### src/sv/iprt_lpm_pkg.sv
package iprt_lpm_pkg;

	// Table size default
	localparam int DEF_MAX_ENTRIES = 16;

	// Command codes
	localparam logic [1:0] CMD_LOOKUP = 2'd0;
	localparam logic [1:0] CMD_ADD    = 2'd1;
	localparam logic [1:0] CMD_DELETE = 2'd2;

	// Configuration register indexes
	localparam logic [1:0] REG_LOCAL_ADDR  = 2'd0;
	localparam logic [1:0] REG_DEF_NETMASK = 2'd1;
	localparam logic [1:0] REG_DEF_GATEWAY = 2'd2;

	typedef enum logic [1:0] {
		ST_OK        = 2'd0,
		ST_FULL      = 2'd1,
		ST_NOT_FOUND = 2'd2,
		ST_OWN       = 2'd3
	} status_t;

	typedef enum logic [2:0] {
		S_IDLE,
		S_SCAN,
		S_UPDATE,
		S_SHIFT,
		S_INSERT,
		S_FINISH
	} state_t;

	typedef struct packed {
		logic [31:0] network;
		logic [31:0] mask;
		logic [31:0] gateway;
	} route_t;

endpackage

### src/sv/ipv4_route_table_lpm_top.sv
// Channel | Signals                                   | Beat taken when
// in      | in_valid in_ready command address mask     | in_valid & in_ready
//         | gateway_in                                 |
// out     | out_valid out_ready status next_hop        | out_valid & out_ready
//         | route_used                                 |
// cfg     | cfg_we cfg_index cfg_wdata                 | cfg_we
//
// One beat at a time: in_ready is high only while idle. A lookup walks the table, one
// table read per cycle; add of a new route scans, shifts every entry up one slot, then
// inserts; add of a known route scans, then updates its gateway; delete scans, then on a
// hit shifts every entry behind it down one slot; full table, own address and unused
// command go straight to the result.
// Reset empties the table through the entry count; a stalled result holds the final state.
module ipv4_route_table_lpm_top
	import iprt_lpm_pkg::*;
#(
	parameter int MAX_ENTRIES = DEF_MAX_ENTRIES
) (
	input  logic        clk,
	input  logic        arst_n,
	input  logic        in_valid,
	output logic        in_ready,
	input  logic [1:0]  command,
	input  logic [31:0] address,
	input  logic [31:0] mask,
	input  logic [31:0] gateway_in,
	output logic        out_valid,
	input  logic        out_ready,
	output logic [1:0]  status,
	output logic [31:0] next_hop,
	output logic        route_used,
	input  logic        cfg_we,
	input  logic [1:0]  cfg_index,
	input  logic [31:0] cfg_wdata
);

	localparam int IDX_W = (MAX_ENTRIES > 1) ? $clog2(MAX_ENTRIES) : 1;
	localparam int CNT_W = $clog2(MAX_ENTRIES + 1);
	localparam logic [CNT_W-1:0] CNT_MAX = CNT_W'(MAX_ENTRIES);

	// Leading-ones thermometer of a mask: smear the zeros downward, invert
	function automatic logic [31:0] lead_therm(input logic [31:0] m);
		logic [31:0] z;
		z = ~m;
		z = z | (z >> 1);
		z = z | (z >> 2);
		z = z | (z >> 4);
		z = z | (z >> 8);
		z = z | (z >> 16);
		return ~z;
	endfunction

	state_t state_q, state_d;

	logic [31:0] local_addr_q, def_netmask_q, def_gateway_q;

	logic [1:0]       cmd_q;
	logic [31:0]      addr_q, mask_q, net_q, gw_q;
	status_t          stat_q;
	logic [CNT_W-1:0] cnt_q;
	logic [CNT_W-1:0] idx_q;
	logic             sc_vld_s1;
	logic [IDX_W-1:0] sc_idx_s1;
	logic             hit_q;
	logic [IDX_W-1:0] hit_idx_q;
	logic             best_vld_q;
	logic [31:0]      best_therm_q, best_gw_q;
	logic [CNT_W-1:0] src_q, left_q;
	logic             sh_vld_s1;
	logic [IDX_W-1:0] sh_dst_s1;

	route_t           mem_q [MAX_ENTRIES];
	route_t           rd_data_q;
	logic [IDX_W-1:0] rd_addr;
	logic             mem_we;
	logic [IDX_W-1:0] mem_wa;
	route_t           mem_wd;

	logic             out_valid_q, used_q;
	logic [1:0]       status_q;
	logic [31:0]      hop_q;

	logic             in_fire, out_free;
	logic             scan_issue, scan_done, shift_issue, shift_done;
	logic             entry_hit, entry_match, entry_longer;
	logic [31:0]      cand_therm;
	logic [CNT_W-1:0] shift_dst;
	logic             fin_used;
	logic [31:0]      fin_hop;
	status_t          accept_stat;
	logic             cmd_is_add;

	assign in_fire    = in_valid && in_ready;
	assign out_free   = !out_valid_q || out_ready;
	assign cmd_is_add = (cmd_q == CMD_ADD);

	assign scan_issue  = (state_q == S_SCAN) && (idx_q < cnt_q);
	assign scan_done   = (state_q == S_SCAN) && !scan_issue && !sc_vld_s1;
	assign shift_issue = (state_q == S_SHIFT) && (left_q != '0);
	assign shift_done  = (state_q == S_SHIFT) && (left_q == '0) && !sh_vld_s1;
	assign shift_dst   = cmd_is_add ? (src_q + CNT_W'(1)) : (src_q - CNT_W'(1));

	// Compare the entry read last cycle
	assign entry_hit    = (rd_data_q.network == net_q) && (rd_data_q.mask == mask_q);
	assign entry_match  = ((addr_q & rd_data_q.mask) == rd_data_q.network);
	assign cand_therm   = lead_therm(rd_data_q.mask);
	assign entry_longer = !best_vld_q || ((cand_therm & ~best_therm_q) != 32'd0);

	// Classify the incoming beat
	always_comb begin
		accept_stat = ST_OK;
		if ((command == CMD_LOOKUP) && (address == local_addr_q))
			accept_stat = ST_OWN;
		else if ((command == CMD_ADD) && (cnt_q >= CNT_MAX))
			accept_stat = ST_FULL;
	end

	// Next state
	always_comb begin
		state_d = state_q;
		unique case (state_q)
			S_IDLE: begin
				if (in_fire) begin
					if (accept_stat != ST_OK)
						state_d = S_FINISH;
					else if ((command == CMD_LOOKUP) || (command == CMD_ADD) ||
						(command == CMD_DELETE))
						state_d = S_SCAN;
					else
						state_d = S_FINISH;
				end
			end
			S_SCAN: begin
				if (scan_done) begin
					if (cmd_q == CMD_ADD)
						state_d = hit_q ? S_UPDATE : S_SHIFT;
					else if ((cmd_q == CMD_DELETE) && hit_q)
						state_d = S_SHIFT;
					else
						state_d = S_FINISH;
				end
			end
			S_UPDATE: state_d = S_FINISH;
			S_SHIFT: begin
				if (shift_done)
					state_d = cmd_is_add ? S_INSERT : S_FINISH;
			end
			S_INSERT: state_d = S_FINISH;
			S_FINISH: begin
				if (out_free)
					state_d = S_IDLE;
			end
			default: state_d = S_IDLE;
		endcase
	end

	// Sequencer outputs: handshake, table port, final result
	always_comb begin
		in_ready = (state_q == S_IDLE);
		rd_addr  = (state_q == S_SHIFT) ? src_q[IDX_W-1:0] : idx_q[IDX_W-1:0];
		mem_we   = 1'b0;
		mem_wa   = hit_idx_q;
		mem_wd   = '{network: net_q, mask: mask_q, gateway: gw_q};
		unique case (state_q)
			S_UPDATE: mem_we = 1'b1;
			S_SHIFT: begin
				mem_we = sh_vld_s1;
				mem_wa = sh_dst_s1;
				mem_wd = rd_data_q;
			end
			S_INSERT: begin
				mem_we = 1'b1;
				mem_wa = '0;
			end
			default: mem_we = 1'b0;
		endcase

		fin_used = 1'b0;
		fin_hop  = 32'd0;
		if ((cmd_q == CMD_LOOKUP) && (stat_q == ST_OK)) begin
			fin_used = best_vld_q;
			fin_hop  = addr_q;
			if (best_vld_q) begin
				if (best_gw_q != 32'd0)
					fin_hop = best_gw_q;
			end else if ((def_netmask_q != 32'd0) && (def_gateway_q != 32'd0) &&
				((local_addr_q & def_netmask_q) != (addr_q & def_netmask_q))) begin
				fin_hop = def_gateway_q;
			end
		end
	end

	// Route table storage
	always_ff @(posedge clk) begin
		if (mem_we)
			mem_q[mem_wa] <= mem_wd;
		rd_data_q <= mem_q[rd_addr];
	end

	// Control state and configuration
	always_ff @(posedge clk or negedge arst_n) begin
		if (!arst_n) begin
			state_q       <= S_IDLE;
			cnt_q         <= '0;
			sc_vld_s1     <= 1'b0;
			sh_vld_s1     <= 1'b0;
			out_valid_q   <= 1'b0;
			local_addr_q  <= 32'd0;
			def_netmask_q <= 32'd0;
			def_gateway_q <= 32'd0;
		end else begin
			state_q   <= state_d;
			sc_vld_s1 <= scan_issue;
			sh_vld_s1 <= shift_issue;
			if (state_q == S_INSERT)
				cnt_q <= cnt_q + CNT_W'(1);
			else if (shift_done && !cmd_is_add)
				cnt_q <= cnt_q - CNT_W'(1);
			if ((state_q == S_FINISH) && out_free)
				out_valid_q <= 1'b1;
			else if (out_ready)
				out_valid_q <= 1'b0;
			if (cfg_we) begin
				case (cfg_index)
					REG_LOCAL_ADDR:  local_addr_q  <= cfg_wdata;
					REG_DEF_NETMASK: def_netmask_q <= cfg_wdata;
					REG_DEF_GATEWAY: def_gateway_q <= cfg_wdata;
					default: ;
				endcase
			end
		end
	end

	// Command, scan and shift datapath
	always_ff @(posedge clk) begin
		if (in_fire) begin
			cmd_q      <= command;
			addr_q     <= address;
			mask_q     <= mask;
			net_q      <= address & mask;
			gw_q       <= gateway_in;
			stat_q     <= accept_stat;
			idx_q      <= '0;
			hit_q      <= 1'b0;
			best_vld_q <= 1'b0;
		end

		// Walk the table, one entry per cycle
		if (scan_issue)
			idx_q <= idx_q + CNT_W'(1);
		sc_idx_s1 <= idx_q[IDX_W-1:0];
		if (sc_vld_s1) begin
			if (cmd_q == CMD_LOOKUP) begin
				if (entry_match && entry_longer) begin
					best_vld_q   <= 1'b1;
					best_therm_q <= cand_therm;
					best_gw_q    <= rd_data_q.gateway;
				end
			end else if (!hit_q && entry_hit) begin
				hit_q     <= 1'b1;
				hit_idx_q <= sc_idx_s1;
			end
		end

		// Set up the shift once the walk ends
		if (scan_done) begin
			if (cmd_is_add) begin
				src_q  <= cnt_q - CNT_W'(1);
				left_q <= cnt_q;
			end else if (cmd_q == CMD_DELETE) begin
				src_q  <= CNT_W'(hit_idx_q) + CNT_W'(1);
				left_q <= cnt_q - CNT_W'(hit_idx_q) - CNT_W'(1);
				if (!hit_q)
					stat_q <= ST_NOT_FOUND;
			end
		end

		// Move one entry per cycle: up for add, down for delete
		if (shift_issue) begin
			src_q     <= cmd_is_add ? (src_q - CNT_W'(1)) : (src_q + CNT_W'(1));
			left_q    <= left_q - CNT_W'(1);
		end
		sh_dst_s1 <= shift_dst[IDX_W-1:0];

		// Capture the result
		if ((state_q == S_FINISH) && out_free) begin
			status_q <= stat_q;
			hop_q    <= fin_hop;
			used_q   <= fin_used;
		end
	end

	assign out_valid  = out_valid_q;
	assign status     = status_q;
	assign next_hop   = hop_q;
	assign route_used = used_q;

endmodule

### config.mk
export PLATFORM = sky130hd
export DESIGN_NAME = ipv4_route_table_lpm_top
export DESIGN_NICKNAME = d
export VERILOG_FILES = /design/src/sv/iprt_lpm_pkg.sv /design/src/sv/ipv4_route_table_lpm_top.sv
export SDC_FILE = /design/constraint.sdc
export NUM_CORES = 2
export LEC_CHECK = 0
export ABC_CLOCK_PERIOD_IN_PS = 5500
export BUFFER_PORTS_ARGS = -buffer_cell sky130_fd_sc_hd__buf_4
export CAP_MARGIN = 10
export CORE_AREA = 8 8 404 367
export DETAILED_ROUTE_END_ITERATION = 10
export DIE_AREA = 0 0 412 375
export GPL_TIMING_DRIVEN = 0
export HOLD_SLACK_MARGIN = 0.02
export PLACE_DENSITY_LB_ADDON = 0.12
export SYNTH_ARGS = -nofsm -noshare
export SYNTH_HDL_FRONTEND = slang
export SYNTH_SLANG_ARGS = --single-unit
### constraint.sdc
create_clock -name clk -period 5.5 [get_ports clk]
set_input_delay 1.65 -clock clk [delete_from_list [all_inputs] [get_ports clk]]
set_output_delay 1.65 -clock clk [all_outputs]
set_load 0.02 [all_outputs]
* Word-level counts from Yosys, hierarchy flattened *
Memories as Yosys holds them, arrays and structs flattened. A register that Yosys moved wholly into a read port is not among the register bits.
Index checks and enable logic that the tools add are counted.

storage, ports and cells
  register bits after elaboration = 367
  memory bits (writable) = 1536
  output and inout port bits = 37
  word-level logic and storage cells = 178
  memories kept = 1

operators by class
  $add $sub $neg = 9
  magnitude comparators = 2
  equality and inequality tests = 20
  mux-type cells = 51
  bitwise logic cells = 14
  reductions and logical operators = 54

memories
  name   words  width  rd ports  clocked after memory_dff  write ports  RTL line                        text
  mem_q  16     96     1         1                         1            ipv4_route_table_lpm_top.sv:72  route_t mem_q [MAX_ENTRIES];

operator list
  operator                                          number
  bitwise AND 32 bit                                5
  equality test 32 bit                              4
  nonzero test 32 bit                               4
  two-way mux 32 bit                                3
  two-way mux 96 bit                                1
  NOT 32 bit                                        3
  two-way mux 5 bit                                 13
  inequality test 32 bit                            1
  bitwise OR 32 x 16 -> 32 bit                      1
  bitwise OR 32 x 24 -> 32 bit                      1
  bitwise OR 32 x 28 -> 32 bit                      1
  bitwise OR 32 x 30 -> 32 bit                      1
  bitwise OR 32 x 31 -> 32 bit                      1
  two-way mux 3 bit                                 8
  subtractor 5 x 1 -> 5 bit, second input constant  4
  logical AND 1 bit                                 18
  adder 5 x 1 -> 5 bit, second input constant       3
  two-way mux 1 bit                                 15
  case mux 3 bit (5 select lines)                   1
  two-way mux 2 bit                                 6
  nonzero test 2 bit                                5
  logical NOT 2 bit                                 4
  two-way mux 4 bit                                 2
  case mux 4 bit (2 select lines)                   1
  other kinds (23)                                  44

* Logic depth before layout (Yosys ltp) *
  depth after elaboration = 14
  mapped depth = 9
  gate-level depth less buffers = 8

* Worst setup path before layout *
OpenSTA, ideal clock, no wires.

  path kind = register to register
  from = register state_q[1]
  to = memory mem_q[3][0] (netlist bit) (enable)
  setup time = 552 ps
  arrival = 5448 ps
  required time = 4948 ps
  slack = -500 ps
  cell stages (with the launch flop) = 8
  buffers on the path = 2
  period minus slack after synthesis = 6000 ps
  cells stage by stage = dfrtp_1 nor2b_4 and2_1 buf_4 clkbuf_1 a22o_1 nand2_1 nor2_1

on the way
  longest elaborated chain between the ends = 5
  elaborated cells on any way between the ends = 8
  classes of those cells = 3 x eq/ne; 4 x mux; 1 x reduce/logical

RTL lines
  what                                                                        RTL line                         text
  start, declared                                                             ipv4_route_table_lpm_top.sv:53   state_t state_q, state_d;
  start signal, assigned                                                      ipv4_route_table_lpm_top.sv:212  state_q <= state_d;
  equality test 3 bit / equality test 3 x 2 -> 1 bit (equally long branches)  ipv4_route_table_lpm_top.sv:164  unique case (state_q)
  OR reduction 2 bit (no line)                                                -
  case mux 1 bit (2 select lines)                                             ipv4_route_table_lpm_top.sv:164
  two-way mux 1 bit                                                           ipv4_route_table_lpm_top.sv:195  if (mem_we)
  two-way mux 1 bit (implied by the code)                                     ipv4_route_table_lpm_top.sv:196  mem_q[mem_wa] <= mem_wd;
  end, declared                                                               ipv4_route_table_lpm_top.sv:72

Parallel ways exist; a longest one is shown, timed or not.

* Final worst setup path *
  from = register state_q[1]
  to = memory mem_q[14][94] (netlist bit) (enable)

The elaborated chain is that of the path after synthesis.

==> impl_metrics.yaml <==
status:
  outcome: "finished, final reports clean"
worst_setup_path:
  rrSetupSlack_ps: 1030
  critPathRequiredTime_ps: 6000
  critPathMaxFanout: 18
  path_cells: "nor2b_4 -> and2_1 -> buf_4 -> clkbuf_1 -> a31oi_1 -> nor2_4 -> buf_16 -> buf_12 -> buf_16"
  slowest_delay_ps: 920
  arrival_ps: 4970
  crit_slowest_cell: "clkbuf_1"
  crit_type: "register to register"
  crit_buf_inv: 5
  cp_common_cell: "buf_16"
  crit_family: "buffers and inverters"
  startpoint_type: "register"
  end_kind: "register"
clock_network:
  hold_buffers: 0
  cts_buffer_depth: 3
  htree_levels: 4
  cts_root_buf: "clkbuf_16"
  post_cts_buffers: 0
  cts_buffers: 193
  clk_pin_slew_worst_paths_ps: 60
  post_cts_resize_count: 0
  clock_latency_ps: 820
  clock-sinks: 1998
  cts_tree: "yes"
timing:
  period_share: 0.813
  setup_viol: 0
  max_freq_mhz: 224
  drv_slew: 0
  layout_setup_ws_ps: 1030
  fin_crit_ps: 4470
  setup_tns_ps: 0
  hold_viol: 0
  clock_skew_ps: 32.3
  worst_pin_slew_ps: 1260
  rsz0062_at_grt: "false"
  slew_headroom: 0.157
logic_synthesis:
  synth_most_common_cell: "edfxtp_1"
  synth_cell_types: 60
  async_flop_share: 0.0536
  ys_top_cells_by_count: "edfxtp_1, mux4_2, nand2_1, mux2i_1, xor2_1"
  synth_seq_cells: 1998
  synth_edf_count: 1783
  synth_top_area_cell: "edfxtp_1"
  synth_ff_type: "edfxtp_1"
  synth.avg_cell_area_um2: 19.2
  synth.area.top_cells: "edfxtp_1, mux4_2, mux2i_1, dfrtp_1, dfxtp_1"
  netlist.area_leader.share: 0.682
  synth_nets: 4248
  syn_area_um2: 78500
  yosys_warnings: 0
  yosysSeqAreaShare: 0.744
  synthCells: 4095
detailed_routing:
  drcViolationCount: 0
  wl_per_cell_um: 34.4
  dr.pass1.iters: 6
  dr.first_iter.drc_count: 6015
  viasPerCell: 6.48
  postRouteWirelength_um: 227000
  vias: 42706
  postRouteAntennaNets: 0
place:
  place_hpwl_um: 157000
  gp_congestion: 0.955
  pre_cts_ws_ps: 1110
  port_buffers: 173
  dpl.cell_count: 6228
  place_area_um2: 84300
global_route:
  grtUsageTotal: 0.292
  grt_max_degree: 97
  antenna_found_initial: 7
  grt_pass1_wl_um: 318000
  grt_pass1_vias: 41248
  overflow: 0
final_layout:
  final_cell_area_um2: 90600
  finalNetCount: 4716
  final_cells: 6595
  fillers: 9692
  area_delta_synth_final_pct: 15.4
  drive_gt1_frac: 0.240
job:
  maxCapViolations: 0
floorplanning:
  initial_core_util: 0.557
  dieHeight_um: 375
  die_area_um2: 155000
  die_w_um: 412
  num_rows: 131
  coreArea_um2: 141000
  ioPinCount: 174
power_and_ir_drop:
  peakVddDrop_mv: 0.310
  power_density_nw_per_um2: 519
  p_leak_nw: 31.0
hold_path:
  hold_class: "register to register"
==> final cells by class <==
type / instances / area (um2) / share of cell area
multi-input cells: 1866 / 19200 / 0.212
flip-flops and latches: 1998 / 58400 / 0.644
inverters: 36 / 140 / 0.00155
repair buffers: 273 / 3310 / 0.0366
well taps: 1862 / 2330 / 0.0257
diodes: 2 / 5.00 / 0.0000552
clock buffers: 276 / 5410 / 0.0597
clock inverters: 87 / 898 / 0.00991
plain buffers: 195 / 948 / 0.0105
==> through the flow <==
step                 util  power [mW]  hold WS, ps
floorplan               -        28.6          386
global placement    0.583        33.8          388
detailed placement  0.598        34.0          394
CTS                 0.643        47.1          411
global route        0.643        48.6          413
finish              0.643        47.0          413
==> per-layer routing <==
| layer | part of all wire | global-route usage | vias to the layer above | routed length (um) |
|---|---|---|---|---|
| li1 | - | - | 17381 | - |
| met1 | 0.41 | 0.437 | 22475 | 93300 |
| met2 | 0.44 | 0.428 | 2505 | 101000 |
| met3 | 0.12 | 0.0755 | 343 | 26200 |
| met4 | 0.029 | 0.0820 | 2 | 6560 |
| met5 | 0.000057 | 0 | - | 13 |
==> registers in the layout (all words and copies together) (netlist names), 32 cells and up <==
register and count:
gw_q 32, mask_q 32, def_gateway_q 32, best_therm_q 32, best_gw_q 32, local_addr_q 32
def_netmask_q 32, net_q 32, rd_data_q 96, next_hop 32, addr_q 32, mem_q 1536
==> layout by cell type (no fill, tap or decap), drive strengths merged, types with 18 or more instances in the layout <==
master,count
mux4,385
a22oi,18
nor2,58
a211o,35
o21ai,66
xnor2,41
a21oi,21
buf,373
nand4,47
nor4,54
edfxtp,1783
dfrtp,107
clkinv,60
nor3,24
inv,43
mux2,96
a31oi,38
nand2,337
nand3,84
and2,37
xor2,131
dfxtp,108
clkbuf,371
mux2i,293
==> cell families after synthesis <==
| family | after synthesis | synth area share |
|---|---|---|
| flip-flops | 1998 | 0.744 |
| multiplexers | 774 | 0.162 |
| AND/OR/NAND/NOR | 685 | 0.0408 |
| buffers and inverters | 231 | 0.0138 |
| AO/OA/AOI/OAI | 219 | 0.0182 |
| XOR/XNOR | 172 | 0.0192 |
| adder cells (fa/ha/maj) | 16 | 0.00265 |
==> path summary, 6_finish.rpt <==
path                       cells past startpoint          endpoint          from
setup / recovery                               9     mem_q[14][94]    state_q[1]
hold / removal                                 0      hit_idx_q[0]  sc_idx_s1[0]
setup reg to reg                               9     mem_q[14][94]    state_q[1]
hold reg to reg                                0      hit_idx_q[0]  sc_idx_s1[0]
max in group asynchronous                      2  def_netmask_q[9]        arst_n
min in group asynchronous                      1          cnt_q[2]        arst_n
==> worst reg2reg max path: stages, from the launching register on <==
cell,delay (ps)
dfrtp_1,460
nor2b_4,260
and2_1,160
buf_4,180
clkbuf_1,930
a31oi_1,560
nor2_4,870
buf_16,260
buf_12,240
buf_16,230
==> report_power, final <==
part	internal, mW	total, mW	switching [mW]
clock network	7.57	13.2	5.65
registers	18.6	19.9	1.30
logic	5.71	14.0	8.24
Note: power is estimated with default switching activity, not from simulation.
